===== src/hdl/as2p_pkg.sv =====
// as2p_pkg: shared constants and types for the audio sample to pcm16 converter
// no dependencies
`default_nettype none
package as2p_pkg;
  localparam logic [2:0] FmtU8  = 3'd0;
  localparam logic [2:0] FmtS16 = 3'd1;
  localparam logic [2:0] FmtS32 = 3'd2;
  localparam logic [2:0] FmtF32 = 3'd3;
  localparam logic [2:0] FmtF64 = 3'd4;

  localparam logic [1:0] RegFormat = 2'd0;
  localparam logic [1:0] RegGain   = 2'd1;
  localparam logic [1:0] RegOffset = 2'd2;

  localparam logic [2:0]  FormatReset = FmtS16;
  localparam logic [15:0] GainReset   = 16'd32767;
  localparam logic [7:0]  OffsetReset = 8'd128;

  localparam logic [16:0] PosMax = 17'd32767;
  localparam logic [16:0] NegMax = 17'd32768;

  // stage 1 -> stage 2: operand ready for multiply
  typedef struct packed {
    logic        valid;
    logic        is_float;
    logic        neg;
    logic        zero;      // result magnitude forced to zero
    logic        sat;       // magnitude forced to saturate
    logic        force_clip;
    logic [52:0] mant;      // magnitude or float mantissa
    logic [11:0] shift;     // float right shift (s)
    logic [1:0]  divsel;    // integer divisor select
  } s1_t;
endpackage
`default_nettype wire


===== src/hdl/audio_sample_to_pcm16.sv =====
// audio_sample_to_pcm16: top level, config registers and conversion pipeline
// depends on as2p_pkg
//
// A sample is taken when start_i is high (busy_o is always low) and the result
// appears on pcm_sample_o/clipped_o with done_o high for exactly one cycle,
// once it has passed through every stage. One sample can enter every cycle; samples are independent.
// Stages: decode, partial products of mantissa times gain, sum, shift or
// reciprocal multiply for the integer divide, then correct and saturate.
// Integer divide by 2^(n-1)-1 uses x/(2^k-1) = (x + x>>k + x>>2k ...) >> k style
// reciprocal with one correcting compare/subtract.
// The receiver cannot stall; results are not held.
// Reset returns the registers to format signed 16-bit, gain 32767, offset 128
// and empties the pipeline. Registers are written through the APB port; the user must write them only
// while no sample is in flight, as the block itself does not enforce it.
`default_nettype none
module audio_sample_to_pcm16 (
  input  wire logic        clk_i,
  input  wire logic        rst_ni,
  input  wire logic        start_i,
  output logic             busy_o,
  input  wire logic [63:0] raw_sample_i,
  output logic             done_o,
  output logic [15:0]      pcm_sample_o,
  output logic             clipped_o,
  input  wire logic        psel,
  input  wire logic        penable,
  input  wire logic        pwrite,
  input  wire logic [3:0]  paddr,
  input  wire logic [31:0] pwdata,
  output logic [31:0]      prdata,
  output logic             pready
);
  logic [2:0]  fmt_q;
  logic [15:0] gain_q;
  logic [7:0]  off_q;

  assign pready = 1'b1;
  assign busy_o = 1'b0;

  always_ff @(posedge clk_i or negedge rst_ni) begin
    if (!rst_ni) begin
      fmt_q  <= as2p_pkg::FormatReset;
      gain_q <= as2p_pkg::GainReset;
      off_q  <= as2p_pkg::OffsetReset;
    end else if (psel && penable && pwrite) begin
      case (paddr[3:2])
        as2p_pkg::RegFormat: fmt_q  <= pwdata[2:0];
        as2p_pkg::RegGain:   gain_q <= pwdata[15:0];
        as2p_pkg::RegOffset: off_q  <= pwdata[7:0];
        default: ;
      endcase
    end
  end

  always_comb begin
    case (paddr[3:2])
      as2p_pkg::RegFormat: prdata = {29'd0, fmt_q};
      as2p_pkg::RegGain:   prdata = {16'd0, gain_q};
      as2p_pkg::RegOffset: prdata = {24'd0, off_q};
      default:             prdata = 32'd0;
    endcase
  end

  // ---------------- stage 1: decode
  as2p_pkg::s1_t s1_d, s1_q;
  logic [10:0] ex;
  logic [51:0] fr;
  logic        emaxv;
  logic [12:0] s_tmp;
  logic [8:0]  v8;
  logic [31:0] v32;

  always_comb begin
    s1_d = '0;
    s1_d.valid = start_i;
    ex = '0; fr = '0; emaxv = 1'b0; s_tmp = '0; v8 = '0; v32 = '0;
    case (fmt_q)
      as2p_pkg::FmtU8: begin
        v8 = {1'b0, raw_sample_i[7:0]} - {1'b0, off_q};
        s1_d.neg  = v8[8];
        s1_d.mant = {44'd0, v8[8] ? (9'd0 - v8) : v8};
        s1_d.divsel = 2'd0;
      end
      as2p_pkg::FmtS16: begin
        s1_d.neg  = raw_sample_i[15];
        s1_d.mant = {37'd0, raw_sample_i[15] ? (16'd0 - raw_sample_i[15:0])
                                             : raw_sample_i[15:0]};
        if (raw_sample_i[15:0] == 16'h8000) s1_d.mant = 53'h8000;
        s1_d.divsel = 2'd1;
      end
      as2p_pkg::FmtS32: begin
        v32 = raw_sample_i[31] ? (32'd0 - raw_sample_i[31:0]) : raw_sample_i[31:0];
        s1_d.neg  = raw_sample_i[31];
        s1_d.mant = {21'd0, v32};
        if (raw_sample_i[31:0] == 32'h8000_0000) s1_d.mant = 53'h8000_0000;
        s1_d.divsel = 2'd2;
      end
      as2p_pkg::FmtF32, as2p_pkg::FmtF64: begin
        s1_d.is_float = 1'b1;
        if (fmt_q == as2p_pkg::FmtF32) begin
          s1_d.neg = raw_sample_i[31];
          ex = {3'd0, raw_sample_i[30:23]};
          fr = {29'd0, raw_sample_i[22:0]};
          emaxv = &raw_sample_i[30:23];
          // s = 127 + 23 - ex (ex=0 -> 149)
          s_tmp = (ex == 11'd0) ? 13'd149 : 13'd150 - {2'd0, ex};
          s1_d.mant = {29'd0, ex != 11'd0, raw_sample_i[22:0]};
        end else begin
          s1_d.neg = raw_sample_i[63];
          ex = raw_sample_i[62:52];
          fr = raw_sample_i[51:0];
          emaxv = &raw_sample_i[62:52];
          s_tmp = (ex == 11'd0) ? 13'd1074 : 13'd1075 - {2'd0, ex};
          s1_d.mant = {ex != 11'd0, raw_sample_i[51:0]};
        end
        s1_d.shift = s_tmp[11:0];
        if (emaxv) begin
          if (fr != 52'd0) begin
            s1_d.zero = 1'b1; s1_d.neg = 1'b0; s1_d.force_clip = 1'b1;
          end else begin
            s1_d.sat = 1'b1; s1_d.force_clip = 1'b1;
          end
        end else if (s1_d.mant == 53'd0 || gain_q == 16'd0) begin
          s1_d.zero = 1'b1;
        end else if (s_tmp[12]) begin
          s1_d.sat = 1'b1;
        end
      end
      default: begin
        s1_d.zero = 1'b1;
      end
    endcase
    if (!s1_d.is_float && gain_q == 16'd0) s1_d.zero = 1'b1;
  end

  // ---------------- stage 2: partial products (mant split in 27-bit and 26-bit halves)
  logic [15:0] g1_q;
  as2p_pkg::s1_t s2_q;
  logic [42:0] plo_q, phi_q;
  always_ff @(posedge clk_i or negedge rst_ni) begin
    if (!rst_ni) begin
      s1_q <= '0;
      s2_q <= '0;
    end else begin
      s1_q <= s1_d;
      s2_q <= s1_q;
    end
  end
  always_ff @(posedge clk_i) begin
    g1_q  <= gain_q;
    plo_q <= {16'd0, s1_q.mant[26:0]} * {27'd0, g1_q};
    phi_q <= {17'd0, s1_q.mant[52:27]} * {27'd0, g1_q};
  end

  // ---------------- stage 3: sum to full product (< 2^69)
  as2p_pkg::s1_t s3_q;
  logic [68:0] prod_q;
  always_ff @(posedge clk_i or negedge rst_ni) begin
    if (!rst_ni) s3_q <= '0;
    else         s3_q <= s2_q;
  end
  always_ff @(posedge clk_i) begin
    prod_q <= {phi_q[41:0], 27'd0} + {26'd0, plo_q};
  end

  // ---------------- stage 4: float shift, or integer quotient estimate
  // x/(2^k-1): q0 = (x + (x>>k) + (x>>2k) ...) >> k, then one correction
  logic [68:0] shv;
  logic [47:0] xi, est;
  logic [17:0] q4_d;
  logic        big4_d;
  logic [47:0] x4_q;
  logic [17:0] q4_q;
  logic        big4_q;
  as2p_pkg::s1_t s4_q;
  always_comb begin
    shv = (s3_q.shift >= 12'd69) ? 69'd0 : (prod_q >> s3_q.shift);
    xi  = prod_q[47:0];
    est = '0;
    case (s3_q.divsel)
      2'd0:    est = (xi + (xi >> 7) + (xi >> 14) + (xi >> 21) + (xi >> 28)) >> 7;
      2'd1:    est = (xi + (xi >> 15) + (xi >> 30)) >> 15;
      default: est = (xi + (xi >> 31)) >> 31;
    endcase
    if (s3_q.is_float) begin
      big4_d = shv[68:17] != 52'd0;
      q4_d   = {1'b0, shv[16:0]};
    end else begin
      big4_d = est[47:18] != 30'd0;
      q4_d   = est[17:0];
    end
  end
  always_ff @(posedge clk_i or negedge rst_ni) begin
    if (!rst_ni) s4_q <= '0;
    else         s4_q <= s3_q;
  end
  always_ff @(posedge clk_i) begin
    x4_q   <= xi;
    q4_q   <= q4_d;
    big4_q <= big4_d;
  end

  // ---------------- stage 5: correct, saturate, output register
  logic [47:0] rem, dv;
  logic [17:0] q5;
  logic        big5;
  logic [16:0] lim;
  logic        clip5;
  logic [16:0] mag5;
  always_comb begin
    case (s4_q.divsel)
      2'd0:    dv = 48'd127;
      2'd1:    dv = 48'd32767;
      default: dv = 48'd2147483647;
    endcase
    rem  = x4_q - ({30'd0, q4_q} * dv);
    q5   = q4_q;
    big5 = big4_q;
    if (!s4_q.is_float && !big4_q && rem >= dv) q5 = q4_q + 18'd1;
    lim   = s4_q.neg ? as2p_pkg::NegMax : as2p_pkg::PosMax;
    clip5 = s4_q.force_clip;
    mag5  = q5[16:0];
    if (s4_q.zero) begin
      mag5 = '0;
    end else if (s4_q.sat || big5 || q5[17] || q5[16:0] > lim) begin
      mag5 = lim; clip5 = 1'b1;
    end
  end
  always_ff @(posedge clk_i or negedge rst_ni) begin
    if (!rst_ni) done_o <= 1'b0;
    else         done_o <= s4_q.valid;
  end
  always_ff @(posedge clk_i) begin
    pcm_sample_o <= s4_q.neg ? (16'd0 - mag5[15:0]) : mag5[15:0];
    clipped_o    <= clip5;
  end
endmodule
`default_nettype wire


===== config.mk =====
export PLATFORM = sky130hd
export DESIGN_NAME = audio_sample_to_pcm16
export DESIGN_NICKNAME = d
export VERILOG_FILES = /design/src/hdl/as2p_pkg.sv /design/src/hdl/audio_sample_to_pcm16.sv
export SDC_FILE = /design/constraint.sdc
export NUM_CORES = 2
export LEC_CHECK = 0
export BUFFER_PORTS_ARGS = -buffer_cell sky130_fd_sc_hd__buf_2
export CAP_MARGIN = 20
export CORE_UTILIZATION = 40
export CTS_CLUSTER_DIAMETER = 100
export CTS_CLUSTER_SIZE = 14
export DETAILED_ROUTE_END_ITERATION = 8
export MAX_ROUTING_LAYER = met4
export SYNTH_ARGS = -nofsm -noshare
export SYNTH_HDL_FRONTEND = slang
export SYNTH_SLANG_ARGS = --single-unit

===== constraint.sdc =====
create_clock -name clk_i -period 11.4 [get_ports clk_i]
set_input_delay 0.57 -clock clk_i [delete_from_list [all_inputs] [get_ports clk_i]]
set_output_delay 0.57 -clock clk_i [all_outputs]
set_load 0.02 [all_outputs]

* After elaboration in Yosys (flattened, before gate mapping)
Index checks and enable logic that the tools add are counted.
W data, S select, Z words.
** Storage, ports and cells
- Flip-flop bits (word level) :: 403
- Word-level logic and storage cells :: 157
** Operators by class
- Shift-type cells :: 1
- Reductions and logical operators :: 32
- Add/sub/neg operators :: 17
- Mux-type cells :: 45
- Eq/ne operators :: 10
- Order comparisons :: 3
- Multiply operators :: 3
** Operators by type and width (number)
- $pmux W53 S4 :: 1
- $mux W53 :: 2
- $mux W52 :: 2
- $reduce_bool A52 Y1 :: 2
- $mux W16 :: 6
- $pmux W41 S2 :: 1
- $add A69 B43 Y69 :: 1
- $mux W69 :: 1
- $shr A69 B12 Y69 :: 1
- $mux W32 :: 2
- $pmux W31 S2 :: 1
- $logic_not A53 Y1 :: 1
- $mux W13 :: 4
- $add A48 B17 Y48 :: 1
- $add A48 B18 Y48 :: 1
- $add A48 B20 Y48 :: 1
- $add A48 B27 Y48 :: 1
- $add A48 B33 Y48 :: 1
- $add A48 B34 Y48 :: 1
- $add A48 B41 Y48 :: 1
- $ge A48 B48 Y1 :: 1
- $mul A18 B48 Y48 :: 1
- $pmux W16 S3 :: 1
- $sub A48 B48 Y48 :: 1
- other kinds (43) :: 75

* Depth between registers and ports, before layout
- Depth after elaboration :: 13
- Depth in mapped cells :: 60
- Gate-level depth less buffers :: 55

* Least setup slack after synthesis
No wires, ideal clock.
- Kind :: reg2reg
- Start :: reg s4_q[1] (netlist name)
- End :: reg pcm_sample_o[6]
- Arrival time :: 12.355 ns
- Setup slack :: -1.031 ns
- Setup time :: 0.076 ns
- Clock period less this slack :: 12.431 ns
- Stages on the path, launching flop included :: 54
- Cell sequence :: dfrtp_1 > clkbuf_1 > buf_1 > nand2_1 > inv_1 > fa_1 > fa_1 > fa_1 > inv_1 > fa_1 > fa_1 > inv_1 > fa_1 > inv_1 > ha_1 > buf_2 > nand4_1 > nor2_1 > [... 18 more ...] > o21a_1 > o21a_1 > o21a_1 > o21ai_0 > a21oi_1 > o41ai_1 > a21oi_1 > o21ai_0 > and3_1 > a22oi_2 > clkbuf_1 > o21ai_0 > ha_1 > clkbuf_1 > inv_1 > a2111oi_0 > a31oi_1 > o22ai_1
** On the way
- Word-level cells in the longest chain between the ends :: 13
** RTL lines
- from (decl) :: line audio_sample_to_pcm16.sv:175 : as2p_pkg::s1_t s4_q;
- from (signal assigned) :: line audio_sample_to_pcm16.sv:195 : else s4_q <= s3_q;
- $eq A2 B1 Y1 / $logic_not A2 Y1 (equally long branches) :: line audio_sample_to_pcm16.sv:211 : case (s4_q.divsel)
- $pmux W31 S2 * :: line audio_sample_to_pcm16.sv:211
- $mul A18 B48 Y48 :: line audio_sample_to_pcm16.sv:216 : rem = x4_q - ({30'd0, q4_q} * dv);
- $sub A48 B48 Y48 :: line audio_sample_to_pcm16.sv:216
- $ge A48 B48 Y1 * :: line audio_sample_to_pcm16.sv:219 : if (!s4_q.is_float && !big4_q && rem >= dv) q5 = q4_q + 18'd1;
- $logic_and A1 B1 Y1 * :: line audio_sample_to_pcm16.sv:219
- $mux W18 * :: line audio_sample_to_pcm16.sv:219
- $gt A17 B16 Y1 / $logic_or A1 B1 Y1 (equally long branches) :: line audio_sample_to_pcm16.sv:225 : end else if (s4_q.sat || big5 || q5[17] || q5[16:0] > lim) begin
- $logic_or A1 B1 Y1 :: line audio_sample_to_pcm16.sv:225
- $mux W16 * :: line audio_sample_to_pcm16.sv:225
- $mux W16 * :: line audio_sample_to_pcm16.sv:223 : if (s4_q.zero) begin
- $sub A1 B16 Y16 :: line audio_sample_to_pcm16.sv:234 : pcm_sample_o <= s4_q.neg ? (16'd0 - mag5[15:0]) : mag5[15:0];
- $mux W16 * :: line audio_sample_to_pcm16.sv:234
- to (signal assigned) :: line audio_sample_to_pcm16.sv:234
- to (decl) :: line audio_sample_to_pcm16.sv:23 : output logic [15:0] pcm_sample_o,
Every way passes the cells marked *; elsewhere a longest branch is shown, timed or not.
A chain may end at the register's enable or synchronous reset.

* Worst setup path in the final report
- Start :: reg s4_q[1] (netlist name)
- End :: reg pcm_sample_o[14]
The elaborated chain is that of the path after synthesis.

==> results_dict.tcl <==
set metrics [dict create \
    cts_tree "yes" \
    grt_pass1_wl_um 303000 \
    cts.sinks 403 \
    worst_slew_pin_slew_ns 1.12 \
    overflow 0 \
    cpMostUsedCell "fa_1" \
    synth-async-reset-ratio 0.370 \
    cts_inserted_buffers 38 \
    firstDrtPassIters 8 \
    drt_iter0_drc 3053 \
    synth_edf_count 0 \
    pin_count 158 \
    area_delta_synth_final_pct 11.4 \
    required_ns 11.90 \
    fmax_ghz 0.0853 \
    grt_pass1_vias 53400 \
    worstHoldStart "start_i" \
    r2r_slack_ns -0.33 \
    routabilityCongestion 0.951 \
    portBuffers 121 \
    violations "setup timing" \
    cp_slowest_cell "fa_1" \
    synth.avg_cell_area_sq_um 9.11 \
    wl_um 192000 \
    final_antenna_net_count 0 \
    final_net_count 9178 \
    wl_per_cell_um 20.1 \
    synthCells 7104 \
    vias_per_cell 5.30 \
    rsz0062_at_grt "true" \
    crit_arrival_ns 12.23 \
    holdPathEnd "s1_q[72]" \
    vias 50700 \
    cp-start-kind "flip-flop" \
    post-route-util 0.449 \
    layout_common_cells "inv_1 (1202), fa_1 (1060), nand2_1 (877), ha_1 (598), buf_4 (400)" \
    antenna_found_initial 6 \
    cp_slowest_stage_delay_ns 0.57 \
    cp.buffers_inverters 5 \
    worst_slack_ns -0.326 \
    seq_area_frac_synth 0.137 \
    clk_path_buf_depth 3 \
    drc 0 \
    path_class "flip-flop to flip-flop" \
    core-area_sq_um 161000 \
    r2r-start "s4_q[1]" \
    dp_hpwl_um 152000 \
    final-max-slew-violation-count 0 \
    setup_viol 14 \
    drive_above_1_share 0.119 \
    path_delay_family "adder cells" \
    rows 147 \
    synth_area_sq_um 64700 \
    crit_path_max_fanout 10 \
    slew_headroom 0.254 \
    fin_hold_ws_ns 0.0545 \
    synth_cell_types 95 \
    fin_crit_sh 1.03 \
    regArea_sq_um 8860 \
    fin_crit_ns 11.73 \
    worstHoldPathType "primary input to flip-flop" \
    clock-root-buffer "clkbuf_16" \
    die_w_um 404 \
    floorplan.initialDensity 0.403 \
    grt_max_degree 87 \
    design_area_sq_um 72100 \
    drv_cap 0 \
    clkLatencyLatePin_ns 0.64 \
    post-place-ws_ns -0.569 \
    synth_ff_type "dfxtp_1" \
    fillers 15600 \
    run_status "finished with violations" \
    timing_hold_violations_final 0 \
    clock_skew_ns 0.0453 \
    ys_warn_count 0 \
    reg2reg_depth 48 \
    final_common_cell "inv_1" \
    clk_pin_slew_ns 0.07 \
    grt_usage 0.244 \
    crit_path_end_kind "flip-flop" \
    dieArea_sq_um 163000 \
    yosys_register_bits 403 \
    multi_input_area_sq_um 50800 \
    htreeDepth 2 \
    die_h_um 404 \
    hold_depth 1 \
    detailed_place.area_sq_um 69900 \
    r2r-end "pcm_sample_o[14]" \
]
worst reg2reg max path: cells and delay by family (launching register included):
kind,cells,cell delay (ns)
adder cells (fa/ha/maj),9,3.83
XOR/XNOR,2,0.29
AO/OA/AOI/OAI,21,3.83
buffers and inverters,5,0.42
AND/OR/NAND/NOR,10,2.51
multiplexers,1,0.33
flip-flops,1,0.39
layout make-up:
type	instances	share of cell area
Antenna cell	4	0.000139
Clock buffer	57	0.0149
Clock inverter	9	0.00137
Inverter	1222	0.0638
Multi-Input combinational cell	5174	0.705
Sequential cell	403	0.123
Tap cell	2160	0.0375
Timing Repair Buffer	543	0.0545
synthesized netlist by cell type, drive strengths merged (45+ instances only):
cell / number / area share
inv: 1220 / 0.071
dfrtp: 132 / 0.051
a21o: 90 / 0.010
nor2: 267 / 0.016
nand2: 893 / 0.052
dfxtp: 254 / 0.079
clkbuf: 276 / 0.016
nand3: 124 / 0.0096
and3: 62 / 0.0060
xor2: 99 / 0.013
xnor2: 201 / 0.027
a21oi: 288 / 0.022
fa: 1072 / 0.33
o21ai: 249 / 0.019
buf: 45 / 0.0040
mux2i: 84 / 0.013
nand4: 48 / 0.0049
and2: 301 / 0.029
nor3: 75 / 0.0059
ha: 618 / 0.12
cells by family after synthesis:
logic type | count (synthesis) | synth area share
xor gates and xnor gates | 300 | 0.0406
buffers and inverters | 1543 | 0.0909
DFF | 403 | 0.137
and+or+nand+nor | 1979 | 0.145
adders and majority gates | 1690 | 0.451
AOI/OAI and AO/OA | 1018 | 0.101
muxes | 169 | 0.0351
other | 2 | 0.000116
state kept, by name (all words and copies together) (netlist names):
| register | cells |
|---|---|
| s1_q | 73 |
| prod_q | 69 |
| x4_q | 48 |
| plo_q | 43 |
| phi_q | 42 |
| s2_q | 20 |
| s3_q | 20 |
| q4_q | 18 |
| g1_q | 16 |
| gain_q | 16 |
| pcm_sample_o | 16 |
| off_q | 8 |
| s4_q | 8 |
| fmt_q | 3 |
| big4_q | 1 |
| clipped_o | 1 |
| done_o | 1 |
how the worst max path moves through the flow:
stage,from,cells past startpoint,end
2_1_floorplan,s4_q[1],58,pcm_sample_o[12]
3_3_place_gp,s4_q[0],49,pcm_sample_o[14]
3_5_place_dp,s4_q[0],49,pcm_sample_o[14]
4_1_cts,s4_q[1],50,pcm_sample_o[14]
5_1_grt,s4_q[1],49,pcm_sample_o[14]
6_report,s4_q[1],48,pcm_sample_o[14]
per-stage QoR:
stage          cells  setup TNS [ns]
2_1_floorplan   7120               0
3_3_place_gp    9460           -3.70
3_5_place_dp    9460           -6.88
4_1_cts         9551           -2.11
5_1_grt         9570           -9.42
6_report        9572           -2.93
metal layers:
| layer | routed length (um) | vias up | global-route usage |
|---|---|---|---|
| li1 | - | 23300 | - |
| met1 | 79900 | 25500 | 0.301 |
| met2 | 93600 | 1488 | 0.411 |
| met3 | 9690 | 400 | 0.0226 |
| met4 | 9080 | 0 | 0.102 |
| met5 | 0 | - | - |
timing repair:
item | in CTS | in global routing
pin swaps | 91 | 24
endpoints found under the hold margin | 14 | 0
setup buffers | 23 | 16
gates cloned | 1 | 1
endpoints found under the setup margin | 16 | 17
hold buffers | 1 | 0
gates resized for setup | 85 | 52
Power is not shown: default switching activity piles up to over one toggle a cycle in this logic, so the estimate is an artifact.
